[src/sv/websocket_frame_deframer_core_assert.svh]
// ---------------------------------------------------------------------------
// Assertion macros for the frame deframer
// Clocked, reset-qualified property checks used by the top-level RTL file.
// ---------------------------------------------------------------------------
`ifndef WEBSOCKET_FRAME_DEFRAMER_CORE_ASSERT_SVH
`define WEBSOCKET_FRAME_DEFRAMER_CORE_ASSERT_SVH

// Antecedent implies consequent (the consequent may start with a ## delay).
`define WSFD_ASSERT_IMPLIES(lbl, clk_s, rst_s, ante, cons, msg) \
  lbl: assert property (@(posedge clk_s) disable iff (rst_s) (ante) |-> cons) \
    else $error(msg);

// Condition holds at every clock edge outside reset.
`define WSFD_ASSERT_ALWAYS(lbl, clk_s, rst_s, cond, msg) \
  lbl: assert property (@(posedge clk_s) disable iff (rst_s) (cond)) \
    else $error(msg);

`endif

[src/sv/wsfd_pkg.sv]
// ---------------------------------------------------------------------------
// wsfd_pkg
// Shared types and constants for the frame deframer.
// ---------------------------------------------------------------------------
package wsfd_pkg;

  localparam int LEN_BITS_DEFAULT    = 64;
  localparam int QUEUE_DEPTH_DEFAULT = 2;

  localparam int BYTE_BITS = 8;
  localparam int USER_BITS = 6;

  localparam int FIN_BIT  = 7;
  localparam int MASK_BIT = 7;

  localparam logic [6:0] LEN_CODE_16 = 7'd126;
  localparam logic [6:0] LEN_CODE_64 = 7'd127;

  localparam logic [3:0] EXT_BYTES_16 = 4'd2;
  localparam logic [3:0] EXT_BYTES_64 = 4'd8;
  localparam logic [3:0] KEY_BYTES    = 4'd4;

  typedef enum logic [2:0] {
    PH_HDR0 = 3'd0,
    PH_HDR1 = 3'd1,
    PH_EXT  = 3'd2,
    PH_KEY  = 3'd3,
    PH_DATA = 3'd4
  } phase_t;

  // One classified result on its way to the output stage.
  typedef struct packed {
    logic [7:0] raw_byte;
    logic [7:0] key_byte;
    logic       present;
    logic       last;
    logic       fin;
    logic [3:0] opcode;
  } item_t;

  typedef struct packed {
    logic full;
    logic empty;
  } q_status_t;

endpackage

[src/sv/wsfd_front.sv]
// ---------------------------------------------------------------------------
// wsfd_front
// Header parser: takes stream bytes, tracks frame phase and length, and
// pushes one classified result per payload byte or empty frame.
// ---------------------------------------------------------------------------
module wsfd_front #(
  parameter int LEN_BITS = wsfd_pkg::LEN_BITS_DEFAULT
) (
  input  logic                clk,
  input  logic                rst,
  input  logic                in_valid,
  output logic                in_ready,
  input  logic [7:0]          in_byte,
  input  wsfd_pkg::q_status_t q_status,
  output logic                push,
  output wsfd_pkg::item_t     push_item
);

  wsfd_pkg::phase_t      phase, phase_next;
  logic [3:0]            ext_count, ext_count_next;
  logic [LEN_BITS-1:0]   remaining, remaining_next;
  logic [31:0]           mask_key, mask_key_next;
  logic [1:0]            mask_index, mask_index_next;
  logic                  is_masked, is_masked_next;
  logic                  fin_held, fin_held_next;
  logic [3:0]            opcode_held, opcode_held_next;

  logic       accept;
  logic [6:0] len_code;
  logic [7:0] key_byte;

  assign in_ready = !q_status.full;
  assign accept   = in_valid && in_ready;
  assign len_code = in_byte[6:0];

  always_comb begin
    case (mask_index)
      2'd0:    key_byte = mask_key[31:24];
      2'd1:    key_byte = mask_key[23:16];
      2'd2:    key_byte = mask_key[15:8];
      default: key_byte = mask_key[7:0];
    endcase
  end

  always_ff @(posedge clk) begin
    if (rst) begin
      phase      <= wsfd_pkg::PH_HDR0;
      ext_count  <= 4'd0;
      mask_index <= 2'd0;
    end else begin
      phase      <= phase_next;
      ext_count  <= ext_count_next;
      mask_index <= mask_index_next;
    end
  end

  always_ff @(posedge clk) begin
    remaining   <= remaining_next;
    mask_key    <= mask_key_next;
    is_masked   <= is_masked_next;
    fin_held    <= fin_held_next;
    opcode_held <= opcode_held_next;
  end

  always_comb begin
    phase_next       = phase;
    ext_count_next   = ext_count;
    remaining_next   = remaining;
    mask_key_next    = mask_key;
    mask_index_next  = mask_index;
    is_masked_next   = is_masked;
    fin_held_next    = fin_held;
    opcode_held_next = opcode_held;
    push             = 1'b0;
    // Default item is the empty-frame marker.
    push_item.raw_byte = 8'd0;
    push_item.key_byte = 8'd0;
    push_item.present  = 1'b0;
    push_item.last     = 1'b1;
    push_item.fin      = fin_held;
    push_item.opcode   = opcode_held;

    if (accept) begin
      case (phase)
        wsfd_pkg::PH_HDR0: begin
          fin_held_next    = in_byte[wsfd_pkg::FIN_BIT];
          opcode_held_next = in_byte[3:0];
          phase_next       = wsfd_pkg::PH_HDR1;
        end
        wsfd_pkg::PH_HDR1: begin
          is_masked_next = in_byte[wsfd_pkg::MASK_BIT];
          mask_key_next  = 32'd0;
          remaining_next = '0;
          if (len_code == wsfd_pkg::LEN_CODE_16) begin
            ext_count_next = wsfd_pkg::EXT_BYTES_16;
            phase_next     = wsfd_pkg::PH_EXT;
          end else if (len_code == wsfd_pkg::LEN_CODE_64) begin
            ext_count_next = wsfd_pkg::EXT_BYTES_64;
            phase_next     = wsfd_pkg::PH_EXT;
          end else begin
            remaining_next = LEN_BITS'(len_code);
            if (in_byte[wsfd_pkg::MASK_BIT]) begin
              ext_count_next = wsfd_pkg::KEY_BYTES;
              phase_next     = wsfd_pkg::PH_KEY;
            end else begin
              ext_count_next  = 4'd0;
              mask_index_next = 2'd0;
              if (len_code == 7'd0) begin
                push       = 1'b1;
                phase_next = wsfd_pkg::PH_HDR0;
              end else begin
                phase_next = wsfd_pkg::PH_DATA;
              end
            end
          end
        end
        wsfd_pkg::PH_EXT: begin
          // Shift in big-endian length; high bits beyond LEN_BITS drop off.
          remaining_next = {remaining[LEN_BITS-9:0], in_byte};
          ext_count_next = ext_count - 4'd1;
          if (ext_count_next == 4'd0) begin
            if (is_masked) begin
              ext_count_next = wsfd_pkg::KEY_BYTES;
              phase_next     = wsfd_pkg::PH_KEY;
            end else begin
              mask_index_next = 2'd0;
              if (remaining_next == '0) begin
                push       = 1'b1;
                phase_next = wsfd_pkg::PH_HDR0;
              end else begin
                phase_next = wsfd_pkg::PH_DATA;
              end
            end
          end
        end
        wsfd_pkg::PH_KEY: begin
          mask_key_next  = {mask_key[23:0], in_byte};
          ext_count_next = ext_count - 4'd1;
          if (ext_count_next == 4'd0) begin
            mask_index_next = 2'd0;
            if (remaining == '0) begin
              push       = 1'b1;
              phase_next = wsfd_pkg::PH_HDR0;
            end else begin
              phase_next = wsfd_pkg::PH_DATA;
            end
          end
        end
        wsfd_pkg::PH_DATA: begin
          push               = 1'b1;
          push_item.raw_byte = in_byte;
          push_item.key_byte = key_byte;
          push_item.present  = 1'b1;
          push_item.last     = (remaining == LEN_BITS'(1));
          remaining_next     = remaining - LEN_BITS'(1);
          mask_index_next    = mask_index + 2'd1;
          if (remaining == LEN_BITS'(1)) begin
            phase_next = wsfd_pkg::PH_HDR0;
          end
        end
        default: begin
          phase_next = wsfd_pkg::PH_HDR0;
        end
      endcase
    end
  end

endmodule

[src/sv/wsfd_queue.sv]
// ---------------------------------------------------------------------------
// wsfd_queue
// Short register queue between the parser and the output stage.
// ---------------------------------------------------------------------------
module wsfd_queue #(
  parameter int DEPTH = wsfd_pkg::QUEUE_DEPTH_DEFAULT
) (
  input  logic                clk,
  input  logic                rst,
  input  logic                push,
  input  wsfd_pkg::item_t     push_item,
  input  logic                pop,
  output wsfd_pkg::item_t     head_item,
  output wsfd_pkg::q_status_t status
);

  localparam int PW = (DEPTH > 1) ? $clog2(DEPTH) : 1;
  localparam int CW = $clog2(DEPTH + 1);

  wsfd_pkg::item_t entries [DEPTH];
  logic [PW-1:0]   wr_ptr, rd_ptr;
  logic [CW-1:0]   count;
  logic            do_push, do_pop;

  assign status.full  = (count == CW'(DEPTH));
  assign status.empty = (count == '0);
  assign do_push      = push && !status.full;
  assign do_pop       = pop && !status.empty;
  assign head_item    = entries[rd_ptr];

  always_ff @(posedge clk) begin
    if (rst) begin
      wr_ptr <= '0;
      rd_ptr <= '0;
      count  <= '0;
    end else begin
      if (do_push) begin
        wr_ptr <= (wr_ptr == PW'(DEPTH - 1)) ? '0 : wr_ptr + PW'(1);
      end
      if (do_pop) begin
        rd_ptr <= (rd_ptr == PW'(DEPTH - 1)) ? '0 : rd_ptr + PW'(1);
      end
      case ({do_push, do_pop})
        2'b10:   count <= count + CW'(1);
        2'b01:   count <= count - CW'(1);
        default: count <= count;
      endcase
    end
  end

  always_ff @(posedge clk) begin
    if (do_push) begin
      entries[wr_ptr] <= push_item;
    end
  end

endmodule

[src/sv/wsfd_back.sv]
// ---------------------------------------------------------------------------
// wsfd_back
// Output stage: unmasks the payload byte and holds the result in a
// register until the downstream side takes it.
// ---------------------------------------------------------------------------
module wsfd_back (
  input  logic                clk,
  input  logic                rst,
  input  wsfd_pkg::q_status_t q_status,
  input  wsfd_pkg::item_t     head_item,
  output logic                pop,
  output logic                m_axis_tvalid,
  input  logic                m_axis_tready,
  output logic [7:0]          m_axis_tdata,  // data_byte
  output logic                m_axis_tlast,  // last
  output logic [wsfd_pkg::USER_BITS-1:0] m_axis_tuser  // byte_present, frame_fin, frame_opcode
);

  assign pop = !q_status.empty && (!m_axis_tvalid || m_axis_tready);

  always_ff @(posedge clk) begin
    if (rst) begin
      m_axis_tvalid <= 1'b0;
    end else if (pop) begin
      m_axis_tvalid <= 1'b1;
    end else if (m_axis_tready) begin
      m_axis_tvalid <= 1'b0;
    end
  end

  always_ff @(posedge clk) begin
    if (pop) begin
      m_axis_tdata <= head_item.raw_byte ^ head_item.key_byte;
      m_axis_tlast <= head_item.last;
      m_axis_tuser <= {head_item.opcode, head_item.fin, head_item.present};
    end
  end

endmodule

[src/sv/websocket_frame_deframer_core.sv]
// An accepted byte's result is written into the result queue and then moved
//   into the output register, where it is held until taken.
// Throughput: 1 byte per cycle while the result queue is not full, set by the
//   LEN_BITS-wide remaining-length decrement and compare.
// Header bytes produce no result except the empty-frame marker; the output stage may stall without losing input.
// Reset: synchronous, active high; clears parser phase, queue and output valid.
// ---------------------------------------------------------------------------
// websocket_frame_deframer_core
// Frame deframer top level: parser front, result queue, output stage.
// ---------------------------------------------------------------------------
`include "websocket_frame_deframer_core_assert.svh"

module websocket_frame_deframer_core #(
  parameter int LEN_BITS    = wsfd_pkg::LEN_BITS_DEFAULT,
  parameter int QUEUE_DEPTH = wsfd_pkg::QUEUE_DEPTH_DEFAULT
) (
  input  logic       clk,
  input  logic       rst,
  input  logic       s_axis_tvalid,
  output logic       s_axis_tready,
  input  logic [7:0] s_axis_tdata,   // in_byte
  output logic       m_axis_tvalid,
  input  logic       m_axis_tready,
  output logic [7:0] m_axis_tdata,   // data_byte
  output logic       m_axis_tlast,   // last
  output logic [wsfd_pkg::USER_BITS-1:0] m_axis_tuser  // byte_present, frame_fin, frame_opcode
);

  wsfd_pkg::q_status_t q_status;
  wsfd_pkg::item_t     push_item;
  wsfd_pkg::item_t     head_item;
  logic                push;
  logic                pop;

  wsfd_front #(
    .LEN_BITS (LEN_BITS)
  ) u_front (
    .clk       (clk),
    .rst       (rst),
    .in_valid  (s_axis_tvalid),
    .in_ready  (s_axis_tready),
    .in_byte   (s_axis_tdata),
    .q_status  (q_status),
    .push      (push),
    .push_item (push_item)
  );

  wsfd_queue #(
    .DEPTH (QUEUE_DEPTH)
  ) u_queue (
    .clk       (clk),
    .rst       (rst),
    .push      (push),
    .push_item (push_item),
    .pop       (pop),
    .head_item (head_item),
    .status    (q_status)
  );

  wsfd_back u_back (
    .clk           (clk),
    .rst           (rst),
    .q_status      (q_status),
    .head_item     (head_item),
    .pop           (pop),
    .m_axis_tvalid (m_axis_tvalid),
    .m_axis_tready (m_axis_tready),
    .m_axis_tdata  (m_axis_tdata),
    .m_axis_tlast  (m_axis_tlast),
    .m_axis_tuser  (m_axis_tuser)
  );

  // An empty-frame marker carries no byte and always closes its frame.
  `WSFD_ASSERT_ALWAYS(a_marker_shape, clk, rst,
    !m_axis_tvalid || m_axis_tuser[0] || (m_axis_tlast && m_axis_tdata == 8'd0),
    "empty-frame marker malformed")
  // The queue only fills while the output stage is stalled.
  `WSFD_ASSERT_ALWAYS(a_full_implies_out_busy, clk, rst, s_axis_tready || m_axis_tvalid,
    "input stalled with idle output")
  // A result pushed into an empty queue with a free output passes through the queue and reaches the output register.
  `WSFD_ASSERT_IMPLIES(a_push_reaches_out, clk, rst,
    push && q_status.empty && (!m_axis_tvalid || m_axis_tready), ##2 m_axis_tvalid,
    "pushed result did not reach output")

endmodule

[config.mk]
export PLATFORM = sky130hd
export DESIGN_NAME = websocket_frame_deframer_core
export DESIGN_NICKNAME = d
export VERILOG_FILES = /design/src/sv/wsfd_pkg.sv /design/src/sv/wsfd_front.sv /design/src/sv/wsfd_queue.sv /design/src/sv/wsfd_back.sv /design/src/sv/websocket_frame_deframer_core.sv
export VERILOG_INCLUDE_DIRS = /design/src /design/src/sv
export SDC_FILE = /design/constraint.sdc
export NUM_CORES = 1
export LEC_CHECK = 0
export BUFFER_PORTS_ARGS = -buffer_cell sky130_fd_sc_hd__buf_4
export CAP_MARGIN = 20
export CORE_MARGIN = 2
export CORE_UTILIZATION = 67
export DETAILED_ROUTE_END_ITERATION = 8
export GPL_ROUTABILITY_DRIVEN = 0
export PLACE_DENSITY_LB_ADDON = 0.08
export SKIP_CTS_REPAIR_TIMING = 1
export SYNTH_ARGS = -nofsm -noshare
export SYNTH_HDL_FRONTEND = slang
export SYNTH_HIERARCHICAL = 1
export SYNTH_SLANG_ARGS = --single-unit
[constraint.sdc]
create_clock -name clk -period 7.7 [get_ports clk]
set_input_delay 0.77 -clock clk [delete_from_list [all_inputs] [get_ports clk]]
set_output_delay 0.77 -clock clk [all_outputs]
set_load 0.01 [all_outputs]
==> results of run 1 <==
## where the power goes
part | switching, mW | total (mW) | internal (mW)
logic | 0.0813 | 0.128 | 0.0466
clock network | 0.388 | 0.816 | 0.427
registers | 0.0352 | 1.13 | 1.09
## cells in the final DEF, fill, tap and decap left out, types with 4 or more instances in the layout
master and count:
or4_1 13, dfxtp_1 15, nor2_1 62, nand3_1 4, o31ai_1 4, xnor2_1 47, xor2_1 22, inv_6 6
and3_1 43, a21oi_1 23, nand4_1 5, nand2_1 80, clkbuf_16 17, buf_4 34, nor2b_1 7, nor4_1 16
nor4_2 4, o21ai_1 22, nor3_1 23, mux2_1 9, ha_1 9, edfxtp_1 163, a222oi_1 8, inv_1 10
or3_1 16, mux2_2 14, nand2b_1 5, o21ai_0 44, a21o_1 4
## logic make-up (layout without fill, tap and decap cells)
logic type	count (synthesis)	in the layout	share of synthesized area, %
adders and majority gates	9	9	1.28
muxes	23	23	2.93
DFF	178	178	58.9
and+or+nand+nor	305	305	18.9
AOI/OAI and AO/OA	130	130	8.97
xor gates and xnor gates	69	69	6.85
buffers and inverters	49	80	2.27
## area by class of cell
class                      count  area (um2)
fill                         806        2970
clock buffer                  17         425
sequential                   178        5190
multi-input combinational    536        3440
timing repair buffer          36         294
tap                          172         215
inverter                      12        45.0
clock inverter                15         139
## layer usage
| metal | part of all wire [%] | GRT usage [%] | vias to the layer above |
|---|---|---|---|
| met5 | 0 | 0 | - |
| met1 | 41 | 34.0 | 2906 |
| met4 | 3.5 | 13.2 | 0 |
| met3 | 5.2 | 5.60 | 56 |
| li1 | - | - | 2881 |
| met2 | 50 | 43.0 | 235 |
## worst max-delay path, delay by kind of cell, from the launching register on
family | cells | cell delay [ps]
AOI/OAI and AO/OA | 1 | 300
buffers and inverters | 3 | 890
and+or+nand+nor | 6 | 1990
adders and majority gates | 1 | 180
DFF | 1 | 460
## worst max-delay path by stage
stage	slack, ps	to	from	cells past startpoint
finish	3500	u_queue/entries[0][15]	u_front/remaining[0]	11
global route	3120	u_queue/entries[0][12]	u_front/remaining[0]	11
CTS	3480	u_queue/entries[0][15]	u_front/remaining[0]	11
detailed placement	3470	u_queue/entries[0][10]	u_front/remaining[0]	11
global placement	3610	u_queue/entries[0][10]	u_front/remaining[0]	11
floorplan	4030	u_queue/entries[0][0]	u_front/remaining[0]	12
## stage by stage
stage          util, %  cell area [um2]  setup slack [ps]  total power, mW
6_report          76.7             9750              3500             2.07
5_1_grt           76.7             9750              3120             2.14
4_1_cts           76.4             9720              3480             2.08
3_5_place_dp      71.9             9150              3470             1.27
3_3_place_gp      71.9             9150              3610             1.27
2_1_floorplan        -             8830              4030             1.23
## flip-flops by register name (all words and copies together) (netlist names), named ones only
name,cells
u_front/phase,3
u_queue/wr_ptr,1
u_front/opcode_held,4
u_queue/count,2
u_queue/entries,46
u_front/is_masked,1
u_front/mask_key,32
u_back/m_axis_tlast,1
u_front/fin_held,1
u_back/m_axis_tvalid,1
u_queue/rd_ptr,1
u_back/m_axis_tdata,8
u_front/mask_index,2
u_back/m_axis_tuser,6
u_front/ext_count,4
u_front/remaining,64
==> metrics.md, run 1 <==
| Metric | Value |
|---|---|
| Clock-pin slew on the worst setup and hold paths | 70 ps |
| R2R Path Start | u_front/remaining[0] |
| Layout Skew | 11.5 ps |
| Core area | 0.0127 mm2 |
| Pin count of the biggest net entering global routing | 65 |
| Distinct cells, synth | 66 |
| Reg2reg end | u_queue/entries[0][15] |
| Via/cell ratio | 6.29 |
| Worst Path Arrival | 4250 ps |
| Top post-synthesis cells by count | 163 x edfxtp_1, 80 x nand2_1, 63 x nor2_1 |
| CTS tree | yes |
| Top-area cell type share of the netlist area | a little under three fifths |
| Initial antenna violation count | 0 |
| Critical-path cell list | inv_1 -> ha_1 -> or3b_2 -> nor4_4 -> nand3_1 -> nor3_2 -> nand2_1 -> o41ai_2 -> inv_1 -> or3_1 -> inv_1 |
| Worst Setup End Kind | flop |
| Routed via count | 6078 |
| CTS Buf Count | 17 |
| Syn Inst Count | 763 |
| Pwr dens | 212 mW/mm2 |
| Critical path fanouts, max | 23 |
| Drt initial violations | about 650 |
| Post-DRT Antenna Nets | 0 |
| Port Buffers | 28 |
| Antenna cells | 0 |
| Max VDD drop | about 0.12 mV |
| Vias in the first global route | 5920 |
| Min Tclk post-route | 4200 ps |
| WP data required | 7750 ps |
| Die Y | 119 um |
| Wire length per cell | 18.5 um |
| RSZ-0062 raised after global routing | no |
| Ys flop type | edfxtp_1 |
| Most numerous cell on the critical path | inv_1 |
| Hold Vio Cnt, Final | 0 |
| GRT Util Overall | approximately a quarter |
| # nets final | 802 |
| P_leak | 3.27 nW |
| Max Cap Viol | 0 |
| Hold WC Path Type | flop to flop |
| Starting density of the core | 69.4% |
| Post-synth EDFFs | between 150 and 200 |
| CP Class | flop to flop |
| Status | finished clean |
| Die area | approximately 0.014 mm2 |
| Hold Crit Depth | 0 |
| R2R setup slack | 3500 ps |
| Placement Rows | 41 |
| Hold_ws | 447 ps |
| Die W | 119 um |
| Worst r2r path cells | 11 |
| Global-route wire length before repair | 29400 um |
| Yosys reg bits | 178 |
| Setup crit start kind | flop |
| Fmax achieved | 238 MHz |
| IO Count | 29 |
| Final WL | approximately 18000 um |
| Clock Latency Late Sink | between 400 and 500 ps |
| Crit-path max cell delay | around 700 ps |
| Synth warn | 6 |
| Final Cycle Share | 54.5% |
| Placed Instances | a little over 900 |
| DRC | 0 |
| Setup TNS | 0 ps |
| Fin cells | 966 |
| Clk buf depth | 2 |
| Cell accounting for the most synthesized area | edfxtp_1 |
| Syn Area/Cell | ~12 um2 |
| Syn Nets | 784 |
| Post-synth ARST share | 0% |
| Relative slew slack | 26.2% |
| CTS root buf | clkbuf_16 |
| Top-count cell post-synth | edfxtp_1 |
| Fin. max-slew vios | 0 |
| # setup viols final | 0 |
| Area growth syn-to-layout | 10.5% |
| Least-Margin Pin Slew | 1100 ps |
| Critical-path top delay cell | inv_1 |
| WHS Endpoint | u_queue/entries[0][0] |
| Synth area leaders | edfxtp_1 55%, xnor2_1 4.7%, dfxtp_1 3.4% |
| Hold path startpoint | u_front/opcode_held[0] |
| Fraction of final layout cells sized beyond drive strength 1 | 13.9% |
| Total grt overflow | 0 |
| Pre-Repair DR Iteration Count | 6 |
| Syn Std Cell Area | 0.00883 mm2 |
| DPL Wire Length | 11600 um |
| CTS HTree Levels | 4 |
| Sink Count | 178 |
| Post-synthesis sequential area ratio | approximately three fifths |
(Power assumes the default switching activity.)
==> inputs of run 2 (changes only) <==
Settings changed: CORE_UTILIZATION 67 to 56.
Clock period 7.7 ns to 3.55 ns, I/O delays scaled along.
==> metrics.md, run 2 (synthesis gave the netlist of run 1 again) <==
| Metric | Value |
|---|---|
| Die W | 130 um |
| Vias in the first global route | 5939 |
| RSZ-0062 raised after global routing | no |
| GRT Util Overall | 23.2% |
| Register area | 0.00519 mm2 |
| Layout Skew | 7.99 ps |
| Fillers | 1211 |
| Routed length on met1 | 8080 um |
| Hold WC Path Type | input pin to flop |
| Multi-input gate area | 0.00345 mm2 |
| Setup crit start kind | flop |
| Critical path fanouts, max | 23 |
| Placement Rows | 45 |
| Routed via count | 5998 |
| Placed Instances | 985 |
| Fraction of final layout cells sized beyond drive strength 1 | 15.4% |
| IO Count | 29 |
| Die area | around 0.017 mm2 |
| Hold_ws | 170 ps |
| Int Power | 3.41 mW |
| Drt initial violations | 495 |
| WP data required | ~3700 ps |
| Post-layout util | 64.7% |
| Place WS | 147 ps |
| Antenna cells | 0 |
| Worst Path Arrival | 3440 ps |
| Fin cells | 1018 |
| Final WL | 18400 um |
| Wire length per cell | about 18 um |
| CP Class | flop to flop |
| Die Y | 130 um |
| Largest regs | u_front/remaining (64), u_queue/entries (46), u_front/mask_key (32) |
| Least-Margin Pin Slew | ~1000 ps |
| Pre-Repair DR Iteration Count | 5 |
| CTS HTree Levels | 4 |
| Flop pwr share | 54.1% |
| P_leak | 3.36 nW |
| Clock Latency Late Sink | 430 ps |
| Max VDD drop | 0.368 mV |
| Psw | around 1.1 mW |
| DPL Wire Length | between 10000 and 15000 um |
| # setup viols final | 0 |
| Global-route wire length before repair | 30200 um |
| CTS tree | yes |
| Relative slew slack | a little under a third |
| Hold Vio Cnt, Final | 0 |
| Fin. max-slew vios | 0 |
| Final Cycle Share | between 90 and 100% |
| Min Tclk post-route | 3300 ps |
| Final WS setup | 246 ps |
| WL met2 | 9420 um |
| CTS Buf Count | 17 |
| Max reg flops | 64 |
| Area growth syn-to-layout | 12.2% |
| Status | finished clean |
| Via/cell ratio | between 5 and 6 |
| Core area | 0.0153 mm2 |
| Fmax achieved | 303 MHz |
| Total grt overflow | 0 |
| Sw Share | 24.6% |
| Port Buffers | 28 |
| Sink Count | 178 |
| DRC | 0 |
| CTS root buf | clkbuf_16 |
| Met3 WL post-DR | between 500 and 600 um |
| DR top layer | met4 |
| Post-DRT Antenna Nets | 0 |
| Clock-pin slew on the worst setup and hold paths | 70 ps |
| Clk buf depth | 2 |
| Commonest non-fill, non-tap cell in the layout | edfxtp_1 |
| Reg with most FFs | u_front/remaining |
| Setup TNS | 0 ps |
| Pwr dens | 456 mW/mm2 |
| Worst Setup End Kind | flop |
| Max Cap Viol | 0 |
| Clock power frac | 39.5% |
| Logic pwr share | 6.4% |
| Initial antenna violation count | 0 |
| Most frequent cells in the layout | 163 x edfxtp_1, 80 x nand2_1, 62 x nor2_1, 48 x buf_4, 47 x xnor2_1 |
| Pin count of the biggest net entering global routing | 56 |
| Starting density of the core | around 58% |
| # nets final | 815 |
-- run 2: worst max-delay path, stage by stage, from the launching register on --
cell and delay (ps):
edfxtp_1 440, or4_1 640, nor4_4 360, nand3_1 170, nor3_2 230, nand2_1 120
o41ai_4 250, inv_1 90, or3_1 410, clkinvlp_4 110, buf_12 170
-- run 2: layout make-up --
cell class	count	area share, %
well taps	211	2.67
flip-flops and latches	178	52.5
repair buffers	49	3.84
inverters	12	0.493
multi-input cells	536	34.9
clock buffers	17	4.30
clock inverters	15	1.35
-- run 2: final timing paths --
check                                      startpoint                      to  slack (ps)  cells after the start
worst max-delay path            u_front/remaining[11]  u_queue/entries[0][20]         250                     10
worst min-delay path                  s_axis_tdata[1]  u_front/opcode_held[1]         170                      1
worst max register to register  u_front/remaining[11]  u_queue/entries[0][20]         250                     10
worst min register to register       u_front/fin_held   u_queue/entries[0][4]         460                      0
-- run 2: per-stage QoR --
| stage | cell area [um2] | total power, mW |
|---|---|---|
| 2_1_floorplan | 8830 | 2.67 |
| 3_3_place_gp | 9320 | 2.76 |
| 3_5_place_dp | 9320 | 2.77 |
| 4_1_cts | 9880 | 4.55 |
| 5_1_grt | 9900 | 4.68 |
| 6_report | 9900 | 4.52 |
-- run 2: routing by layer --
metal	GRT usage, %	vias up
met5	0	-
met4	8.22	0
met3	3.84	28
met2	40.1	125
met1	29.7	2940
li1	-	2905
-- run 2: power by group through the flow --
stage	registers (mW)	clock network, mW	logic, mW
floorplan	2.47	0	0.196
global placement	2.48	0	0.279
detailed placement	2.49	0	0.286
CTS	2.44	1.82	0.287
global route	2.45	1.90	0.317
finish	2.44	1.78	0.288
